$ cat src/design/olid_pkg.sv
// olid_pkg: shared types, constants and address helper for the ordered list unit
// used by olid_ctrl, olid_datapath and ordered_list_insert_delete_dump_unit
// no dependencies
package olid_pkg;

   // list geometry
   localparam int CAPACITY = 64;
   localparam int ADDR_W   = $clog2(CAPACITY);
   localparam int CNT_W    = $clog2(CAPACITY + 1);
   localparam int SUM_W    = ADDR_W + 1;

   // field widths
   localparam int FUNC_W  = 2;
   localparam int VALUE_W = 32;
   localparam int POS_W   = 7;
   localparam int CMP_W   = POS_W + 1;

   // command codes
   localparam logic [FUNC_W-1:0] FUNC_PUSH_FRONT = 2'd0;
   localparam logic [FUNC_W-1:0] FUNC_PUSH_BACK  = 2'd1;
   localparam logic [FUNC_W-1:0] FUNC_DELETE     = 2'd2;
   localparam logic [FUNC_W-1:0] FUNC_NOP        = 2'd3;

   // request transaction
   typedef struct packed {
      logic [FUNC_W-1:0]         func;
      logic signed [VALUE_W-1:0] value;
      logic [POS_W-1:0]          position;
   } req_type;

   // result transaction
   typedef struct packed {
      logic signed [VALUE_W-1:0] entry_value;
      logic                      list_empty;
      logic                      last;
      logic                      dropped;
   } rsp_type;

   // controller to datapath commands
   typedef struct packed {
      logic accept;
      logic push_front;
      logic push_back;
      logic set_drop;
      logic shift_init;
      logic shift_step;
      logic shift_end;
      logic idx_clear;
      logic dump_step;
      logic dump_empty;
   } dp_cmd_type;

   // datapath to controller status
   typedef struct packed {
      logic full;
      logic del_ok;
      logic shift_done;
      logic empty;
      logic dump_last;
   } dp_status_type;

   // logical index to ring buffer address, head plus index wrapped at capacity
   function automatic logic [ADDR_W-1:0] phys_addr(input logic [ADDR_W-1:0] head,
                                                   input logic [CNT_W-1:0]  idx);
      logic [SUM_W-1:0] sum;
      sum = {1'b0, head} + SUM_W'(idx);
      if (sum >= SUM_W'(CAPACITY)) begin
         sum = sum - SUM_W'(CAPACITY);
      end
      return sum[ADDR_W-1:0];
   endfunction

endpackage

$ cat src/design/olid_ram.sv
// olid_ram: generic single write, single read port ram with registered read data
// no dependencies
module olid_ram #(
   parameter int WIDTH = 32,
   parameter int DEPTH = 64
) (
   input  logic                     clock,
   input  logic                     wr_en,
   input  logic [$clog2(DEPTH)-1:0] wr_addr,
   input  logic [WIDTH-1:0]         wr_data,
   input  logic                     rd_en,
   input  logic [$clog2(DEPTH)-1:0] rd_addr,
   output logic [WIDTH-1:0]         rd_data
);

   logic [WIDTH-1:0] mem_ff [DEPTH];
   logic [WIDTH-1:0] rd_data_ff;

   // write port and registered read port
   always_ff @(posedge clock) begin
      if (wr_en) begin
         mem_ff[wr_addr] <= wr_data;
      end
      if (rd_en) begin
         rd_data_ff <= mem_ff[rd_addr];
      end
   end

   assign rd_data = rd_data_ff;

endmodule

$ cat src/design/olid_ctrl.sv
// olid_ctrl: command sequencer for the ordered list unit (accept, shift, dump)
// depends on olid_pkg
module olid_ctrl (
   input  logic                           clock,
   input  logic                           reset,
   input  logic                           start,
   input  logic [olid_pkg::FUNC_W-1:0]    func,
   input  olid_pkg::dp_status_type        status,
   output olid_pkg::dp_cmd_type           cmd,
   output logic                           busy
);

   typedef enum logic [1:0] {
      ST_IDLE,
      ST_SHIFT,
      ST_DUMP
   } state_type;

   state_type state_ff;
   state_type state_in;

   // next state and datapath commands
   always_comb begin
      cmd      = '0;
      state_in = state_ff;
      case (state_ff)
         ST_IDLE: begin
            if (start) begin
               cmd.accept = 1'b1;
               state_in   = ST_DUMP;
               case (func)
                  olid_pkg::FUNC_PUSH_FRONT: begin
                     cmd.idx_clear = 1'b1;
                     if (status.full) begin
                        cmd.set_drop = 1'b1;
                     end else begin
                        cmd.push_front = 1'b1;
                     end
                  end
                  olid_pkg::FUNC_PUSH_BACK: begin
                     cmd.idx_clear = 1'b1;
                     if (status.full) begin
                        cmd.set_drop = 1'b1;
                     end else begin
                        cmd.push_back = 1'b1;
                     end
                  end
                  olid_pkg::FUNC_DELETE: begin
                     if (status.del_ok) begin
                        cmd.shift_init = 1'b1;
                        state_in       = ST_SHIFT;
                     end else begin
                        cmd.idx_clear = 1'b1;
                     end
                  end
                  default: begin
                     cmd.idx_clear = 1'b1;
                  end
               endcase
            end
         end
         ST_SHIFT: begin
            if (status.shift_done) begin
               cmd.shift_end = 1'b1;
               cmd.idx_clear = 1'b1;
               state_in      = ST_DUMP;
            end else begin
               cmd.shift_step = 1'b1;
            end
         end
         ST_DUMP: begin
            if (status.empty) begin
               cmd.dump_empty = 1'b1;
               state_in       = ST_IDLE;
            end else begin
               cmd.dump_step = 1'b1;
               if (status.dump_last) begin
                  state_in = ST_IDLE;
               end
            end
         end
         default: begin
            state_in = ST_IDLE;
         end
      endcase
   end

   // state register
   always_ff @(posedge clock) begin
      if (reset) begin
         state_ff <= ST_IDLE;
      end else begin
         state_ff <= state_in;
      end
   end

   assign busy = (state_ff != ST_IDLE);

endmodule

$ cat src/design/olid_datapath.sv
// olid_datapath: ring buffer storage, count, head and index registers, result register
// depends on olid_pkg and olid_ram
module olid_datapath (
   input  logic                      clock,
   input  logic                      reset,
   input  olid_pkg::req_type         req_payload,
   input  olid_pkg::dp_cmd_type      cmd,
   output olid_pkg::dp_status_type   status,
   output logic                      rsp_strobe,
   output olid_pkg::rsp_type         rsp_payload
);

   logic [olid_pkg::ADDR_W-1:0]  head_ff, head_in;
   logic [olid_pkg::CNT_W-1:0]   count_ff, count_in;
   logic [olid_pkg::CNT_W-1:0]   idx_ff, idx_in;
   logic                         pend_ff, pend_in;
   logic [olid_pkg::ADDR_W-1:0]  wr_addr_ff, wr_addr_in;
   logic                         drop_ff, drop_in;
   logic                         out_valid_ff, out_valid_in;
   logic                         out_last_ff, out_last_in;
   logic                         out_empty_ff, out_empty_in;

   logic [olid_pkg::ADDR_W-1:0]  head_dec;
   logic [olid_pkg::CNT_W-1:0]   idx_inc;
   logic                         ram_wr_en;
   logic [olid_pkg::ADDR_W-1:0]  ram_wr_addr;
   logic [olid_pkg::VALUE_W-1:0] ram_wr_data;
   logic                         ram_rd_en;
   logic [olid_pkg::ADDR_W-1:0]  ram_rd_addr;
   logic [olid_pkg::VALUE_W-1:0] ram_rd_data;

   // status toward the controller
   assign idx_inc = olid_pkg::CNT_W'(idx_ff + olid_pkg::CNT_W'(1));
   always_comb begin
      status.full       = (count_ff == olid_pkg::CNT_W'(olid_pkg::CAPACITY));
      status.del_ok     = ({1'b0, req_payload.position} < olid_pkg::CMP_W'(count_ff));
      status.shift_done = (idx_ff >= count_ff);
      status.empty      = (count_ff == '0);
      status.dump_last  = (idx_inc == count_ff);
   end

   // head moves back one slot on a front insert
   assign head_dec = (head_ff == '0) ? olid_pkg::ADDR_W'(olid_pkg::CAPACITY - 1)
                                     : head_ff - olid_pkg::ADDR_W'(1);

   // ram port selection
   always_comb begin
      ram_wr_en   = 1'b0;
      ram_wr_addr = wr_addr_ff;
      ram_wr_data = ram_rd_data;
      if (cmd.push_front) begin
         ram_wr_en   = 1'b1;
         ram_wr_addr = head_dec;
         ram_wr_data = req_payload.value;
      end else if (cmd.push_back) begin
         ram_wr_en   = 1'b1;
         ram_wr_addr = olid_pkg::phys_addr(head_ff, count_ff);
         ram_wr_data = req_payload.value;
      end else if (pend_ff) begin
         ram_wr_en = 1'b1;
      end
      ram_rd_en   = cmd.shift_step | cmd.dump_step;
      ram_rd_addr = olid_pkg::phys_addr(head_ff, idx_ff);
   end

   olid_ram #(
      .WIDTH (olid_pkg::VALUE_W),
      .DEPTH (olid_pkg::CAPACITY)
   ) u_ram (
      .clock   (clock),
      .wr_en   (ram_wr_en),
      .wr_addr (ram_wr_addr),
      .wr_data (ram_wr_data),
      .rd_en   (ram_rd_en),
      .rd_addr (ram_rd_addr),
      .rd_data (ram_rd_data)
   );

   // next values of list control and index registers
   always_comb begin
      head_in    = head_ff;
      count_in   = count_ff;
      idx_in     = idx_ff;
      pend_in    = pend_ff;
      wr_addr_in = wr_addr_ff;
      drop_in    = drop_ff;
      if (cmd.accept) begin
         drop_in = cmd.set_drop;
      end
      if (cmd.push_front) begin
         head_in  = head_dec;
         count_in = olid_pkg::CNT_W'(count_ff + olid_pkg::CNT_W'(1));
      end else if (cmd.push_back) begin
         count_in = olid_pkg::CNT_W'(count_ff + olid_pkg::CNT_W'(1));
      end else if (cmd.shift_end) begin
         count_in = olid_pkg::CNT_W'(count_ff - olid_pkg::CNT_W'(1));
      end
      // shift pipeline: read source now, write it one slot lower next cycle
      if (cmd.shift_init) begin
         idx_in  = olid_pkg::CNT_W'({1'b0, req_payload.position} + olid_pkg::CMP_W'(1));
         pend_in = 1'b0;
      end else if (cmd.shift_step) begin
         idx_in     = idx_inc;
         pend_in    = 1'b1;
         wr_addr_in = olid_pkg::phys_addr(head_ff,
                                          olid_pkg::CNT_W'(idx_ff - olid_pkg::CNT_W'(1)));
      end else if (cmd.dump_step) begin
         idx_in = idx_inc;
      end else if (cmd.idx_clear) begin
         idx_in  = '0;
         pend_in = 1'b0;
      end
   end

   // result flags line up with the registered ram read
   always_comb begin
      out_valid_in = cmd.dump_step | cmd.dump_empty;
      out_last_in  = cmd.dump_empty | (cmd.dump_step & status.dump_last);
      out_empty_in = cmd.dump_empty;
   end

   // control registers
   always_ff @(posedge clock) begin
      if (reset) begin
         head_ff      <= '0;
         count_ff     <= '0;
         idx_ff       <= '0;
         pend_ff      <= 1'b0;
         drop_ff      <= 1'b0;
         out_valid_ff <= 1'b0;
      end else begin
         head_ff      <= head_in;
         count_ff     <= count_in;
         idx_ff       <= idx_in;
         pend_ff      <= pend_in;
         drop_ff      <= drop_in;
         out_valid_ff <= out_valid_in;
      end
   end

   // payload registers
   always_ff @(posedge clock) begin
      wr_addr_ff   <= wr_addr_in;
      out_last_ff  <= out_last_in;
      out_empty_ff <= out_empty_in;
   end

   // result transaction
   assign rsp_strobe = out_valid_ff;
   always_comb begin
      rsp_payload.entry_value = out_empty_ff ? '0 : ram_rd_data;
      rsp_payload.list_empty  = out_empty_ff;
      rsp_payload.last        = out_last_ff;
      rsp_payload.dropped     = drop_ff;
   end

`ifndef SYNTHESIS
   // a dump always closes before the next one can produce its first item
   assert property (@(posedge clock) disable iff (reset)
      out_valid_ff && out_last_ff |=> !out_valid_ff)
      else $error("result strobe directly after last item");

   // the stored count never goes past capacity
   assert property (@(posedge clock) disable iff (reset)
      count_ff <= olid_pkg::CNT_W'(olid_pkg::CAPACITY))
      else $error("entry count above capacity");

   // shifting only writes while a delete is being worked off
   assert property (@(posedge clock) disable iff (reset)
      pend_ff |-> $past(cmd.shift_step))
      else $error("shift write without a preceding shift read");
`endif

endmodule

$ cat src/design/ordered_list_insert_delete_dump_unit.sv
// Ordered list of up to CAPACITY signed 32-bit values kept in a ring buffer RAM.
// A command is taken when start is high and busy is low. It inserts at the front or
// back in its accept cycle, or, for a delete, moves the later entries down one place in
// the shift state, one RAM read and write per cycle. Then the whole list is dumped front
// to back, one result per cycle on rsp_strobe, the last result marked; an empty list
// gives one result flagged empty. After its dump step, each result value comes from the
// registered RAM read and its flags from the result registers. Shift and dump each go
// one entry at a time through the single read port of the RAM.
// The next command may start in the cycle of the last result.
// The receiver cannot stall: every result is shown for exactly one cycle.
// depends on olid_pkg, olid_ctrl, olid_datapath
module ordered_list_insert_delete_dump_unit (
   input  logic                clock,
   input  logic                reset,
   input  logic                start,
   output logic                busy,
   input  olid_pkg::req_type   req_payload,
   output logic                rsp_strobe,
   output olid_pkg::rsp_type   rsp_payload
);

   olid_pkg::dp_cmd_type    dp_cmd;
   olid_pkg::dp_status_type dp_status;

   // sequencer
   olid_ctrl u_ctrl (
      .clock  (clock),
      .reset  (reset),
      .start  (start),
      .func   (req_payload.func),
      .status (dp_status),
      .cmd    (dp_cmd),
      .busy   (busy)
   );

   // storage and result path
   olid_datapath u_datapath (
      .clock       (clock),
      .reset       (reset),
      .req_payload (req_payload),
      .cmd         (dp_cmd),
      .status      (dp_status),
      .rsp_strobe  (rsp_strobe),
      .rsp_payload (rsp_payload)
   );

`ifndef SYNTHESIS
   // an accepted transaction always occupies the unit on the next cycle
   assert property (@(posedge clock) disable iff (reset)
      start && !busy |=> busy)
      else $error("unit idle right after accepting a transaction");

   // a result follows a cycle of dump work
   assert property (@(posedge clock) disable iff (reset)
      rsp_strobe |-> $past(busy))
      else $error("result strobe without preceding work");

   // an empty list dump is a single, final item
   assert property (@(posedge clock) disable iff (reset)
      rsp_strobe && rsp_payload.list_empty |-> rsp_payload.last)
      else $error("empty dump item not marked last");
`endif

endmodule

$ cat config.mk
export PLATFORM = sky130hd
export DESIGN_NAME = ordered_list_insert_delete_dump_unit
export DESIGN_NICKNAME = d
export VERILOG_FILES = /design/src/design/olid_pkg.sv /design/src/design/olid_ram.sv /design/src/design/olid_ctrl.sv /design/src/design/olid_datapath.sv /design/src/design/ordered_list_insert_delete_dump_unit.sv
export SDC_FILE = /design/constraint.sdc
export NUM_CORES = 2
export LEC_CHECK = 0
export BUFFER_PORTS_ARGS = -buffer_cell sky130_fd_sc_hd__clkbuf_2
export CAP_MARGIN = 25
export CORE_ASPECT_RATIO = 0.75
export CORE_UTILIZATION = 28
export CTS_CLUSTER_SIZE = 10
export DETAILED_ROUTE_END_ITERATION = 16
export GPL_TIMING_DRIVEN = 0
export PLACE_DENSITY = 0.48
export REMOVE_ABC_BUFFERS = 1
export SLEW_MARGIN = 30
export SYNTH_ARGS = -nofsm -noshare
export SYNTH_HDL_FRONTEND = slang
export SYNTH_HIERARCHICAL = 1
export SYNTH_SLANG_ARGS = --single-unit
$ cat constraint.sdc
create_clock -name clock -period 6.26 [get_ports clock]
set_input_delay 0 -clock clock [delete_from_list [all_inputs] [get_ports clock]]
set_output_delay 0 -clock clock [all_outputs]
set_load 0.005 [all_outputs]
==> metrics.txt <==
Area Growth Syn to Fin=22.3%; Slew headroom=36.2%; Avg Inst Size Synth=21.6 um2; first-iteration detailed-routing DRC count=4004; Crit path required time=6.80 ns; Worst setup endpoint=u_datapath/u_ram/rd_data[31]$_DFFE_PP_; first-pass GRT wire length=324000 um; detailed-route via count=40.5k; initial antenna violation count=4; total global routing overflow=0; clk sinks=2113; final setup violating endpoints=0; Async SR Flop Fraction=0%; layout filler cell count=27.1k; H-tree levels=4; top fanout value on the critical path=28; crit path from=u_datapath/head_ff[0]$_SDFFE_PP0P_; Slew Viols, Final=0; WS Path Type=register to register; number of port buffers=80; Max Clock Freq=177 MHz; Post-DP HPWL=151000 um; starting density of the core=28.2%; pin count of the biggest net entering global routing=65; crit path launch type=register; number of cells on the worst reg-to-reg path=15; Clock Tree Root=clkbuf_16; Final min period=5.66 ns; Peak VDD IR=0.000296 V; cell mode on critical path=buf_12; Fin. Hold Viols=0; Avg WL per Cell=28.0 um; Post-Syn Instances=3818; Placer Congestion=0.740; sequential cell area fraction in the yosys report=76.7%; cts hold-fix bufs=51; # IOs=81; critical path arrival=6.20 ns; pwr dens=308 mW/mm2; Antenna Nets Post-Route=0; worst reg2reg startpoint=u_datapath/head_ff[0]$_SDFFE_PP0P_; YS warnings=6; post_cts resized=0; Clk pin slew, worst setup/hold paths=0.06 ns; delay-heaviest family, CP=buffers and inverters; total wire length=230000 um; CP Depth=15; Clock Skew=0.0384 ns; Post-Place Worst Slack=0.522 ns; Critical Path End Type=register; FF-to-FF End=u_datapath/u_ram/rd_data[31]$_DFFE_PP_; CP bufs+invs=9; Pwr Total=31.1 mW; Main synth FF type=edfxtp_1; setup ws final=0.601 ns; crit path cell chain=inv_1 -> ha_4 -> buf_12 -> buf_16 -> buf_12 -> buf_12 -> buf_12 -> buf_16 -> buf_12 -> buf_12 -> mux4_2 -> o221ai_1 -> a21oi_1 -> a21oi_1 -> nor2_1; nets=4343; CTS Buf Count=232; Worst-Margin Slew=0.954 ns; flops & latches, synth=2113; GRT Resource Usage Total=15.4%; row cnt=172; Slowest cell on crit path=a21oi_1; vias in the first global route=41.0k; WHS Path Cells=3; number of synthesized flops with an enable pin=2086; CTS tree=built; Die ar.=0.296 mm2; Die H=472 um; RSZ-0062 raised after global routing=false; mapped cell area=0.0824 mm2; crit share post-route=90.4%; drt pass-1 iters=5; die width=628 um; Synth cell types=65; Core Area=0.293 mm2; clk_lat worst skew=0.84 ns; max cap viols=0; number of setup buffers added after CTS=0; cell leakage power=30.7 nW; CP max stage delay=0.82 ns; Reg2Reg Setup Slack=0.60 ns; vias per inst=4.93; outcome=completed; worst hold path class=primary input to register; DRC Markers=0; layout cells sized above 1=30.1%; CTS Buffer Depth=3
cell families (layout without fill, tap and decap cells):
group	count (synthesis)	in the layout	share of synthesized area, %
DFF	2113	2113	76.7
muxes	640	640	16.0
and+or+nand+nor	454	454	2.54
AOI/OAI and AO/OA	290	290	2.31
buffers and inverters	245	734	1.40
adders and majority gates	42	42	0.665
xor gates and xnor gates	34	34	0.361
other	0	2	0
tightest hold or removal path: cells and delay by family:
family | cells | cell delay [ns]
AND/OR/NAND/NOR | 2 | 0.42
buffers and inverters | 1 | 0.10
sequential cells by signal, indices dropped and copies added (netlist names), 2 cells and up:
register / flops
u_datapath/u_ram/rd_data: 32
u_ctrl/state_ff: 2
u_datapath/idx_ff: 7
u_datapath/u_ram/mem_ff: 2048
u_datapath/count_ff: 7
u_datapath/wr_addr_ff: 6
u_datapath/head_ff: 6
Yosys cell counts, types with 4 or more instances:
library cell / count / area [um2]
buf_6: 6 / 67.6
a22oi_1: 12 / 90.1
nor2b_1: 53 / 332
a211oi_1: 10 / 75.1
o221ai_1: 27 / 236
nand2b_1: 14 / 87.6
a31oi_1: 8 / 50.1
a41o_1: 4 / 40.0
mux4_2: 544 / 12300
nor2_1: 172 / 646
nand3b_1: 8 / 60.1
o32ai_1: 4 / 35.0
a21oi_1: 88 / 440
buf_4: 29 / 218
or3_1: 6 / 37.5
nand2_1: 132 / 495
edfxtp_1: 2086 / 62600
xor2_1: 14 / 123
and2_1: 4 / 25.0
o21ai_0: 10 / 50.1
buf_2: 57 / 285
mux2i_1: 95 / 951
and3_1: 9 / 56.3
inv_1: 33 / 124
a311oi_1: 12 / 105
xnor2_1: 20 / 175
ha_1: 39 / 488
dfxtp_1: 27 / 541
nand3_1: 16 / 80.1
clkbuf_1: 94 / 353
a21o_1: 10 / 75.1
buf_1: 24 / 90.1
nor3_1: 14 / 70.1
o22ai_1: 85 / 532
metrics by stage:
stage	std cells	hold slack, ns	utilization, %	area [um2]	TNS (ns)
after detailed placement	7887	0.270	32.1	93900	0
after global routing	8222	0.0524	34.4	101000	0
final	8224	0.00675	34.4	101000	0
after CTS	8222	0.00213	34.4	101000	0
after floorplan	3607	0.0691	-	81400	-531.44
after global placement	7602	0.270	29.6	86700	-
cells in the final DEF (no fill, tap or decap), types with 7 or more instances in the layout:
cell type	instances
buf_4	28
clkbuf_1	29
nand3b_1	8
inv_1	32
a211oi_1	10
edfxtp_1	2086
xor2_1	13
a22oi_1	12
nand2_1	98
clkinv_1	7
clkbuf_2	80
buf_2	7
o22ai_1	84
nand3_1	16
buf_8	12
nor3_1	11
nor2_1	107
buf_12	56
o221ai_1	27
ha_1	38
a21oi_1	87
clkbuf_16	233
dlygate4sd3_1	51
dfxtp_1	26
buf_6	9
nor2b_1	51
mux4_2	544
mux2i_1	95
nand2_4	34
buf_16	173
a311oi_1	12
nand2b_1	10
o21ai_0	10
nor2_4	64
and3_1	9
a31oi_1	8
xnor2_1	17
a21o_1	10
worst min-delay path by stage:
stage                          from                                         to  slack [ns]
detailed placement   req_payload[0]          u_datapath/idx_ff[0]$_SDFFE_PP0P_        0.27
finish              req_payload[25]  u_datapath/u_ram/mem_ff[62][18]$_DFFE_PP_       0.007
CTS                 req_payload[37]   u_datapath/u_ram/mem_ff[8][30]$_DFFE_PP_       0.002
floorplan                     reset        u_datapath/count_ff[1]$_SDFFE_PP0P_        0.07
global route        req_payload[37]   u_datapath/u_ram/mem_ff[6][30]$_DFFE_PP_        0.05
global placement     req_payload[0]          u_datapath/idx_ff[0]$_SDFFE_PP0P_        0.27
metal layers:
layer / track usage [%] / vias up / wire [um]
met3: 2.74 / 276 / 13600
met2: 24.2 / 1209 / 107000
met4: 4.26 / 0 / 5930
li1: - / 16800 / -
met1: 21.9 / 22300 / 104000
met5: 0 / - / 0
power by group:
group / leakage [nW] / internal, mW / total, mW / switching [mW]
clock network: 3.06 / 6.69 / 11.9 / 5.25
registers: 19.0 / 15.9 / 15.9 / 0.0384
logic: 8.64 / 1.35 / 3.23 / 1.87
total: 30.7 / 23.9 / 31.1 / 7.16
cell type report:
cell class,count,area (um2),share of cell area (%)
diodes,2,5.00,0.00497
clock buffers,262,5940,5.89
clock inverters,22,369,0.366
inverters,34,133,0.132
multi-input cells,1460,18900,18.8
flip-flops and latches,2113,63200,62.7
well taps,3915,4900,4.86
repair buffers,416,7320,7.26
(Power assumes the default switching activity.)
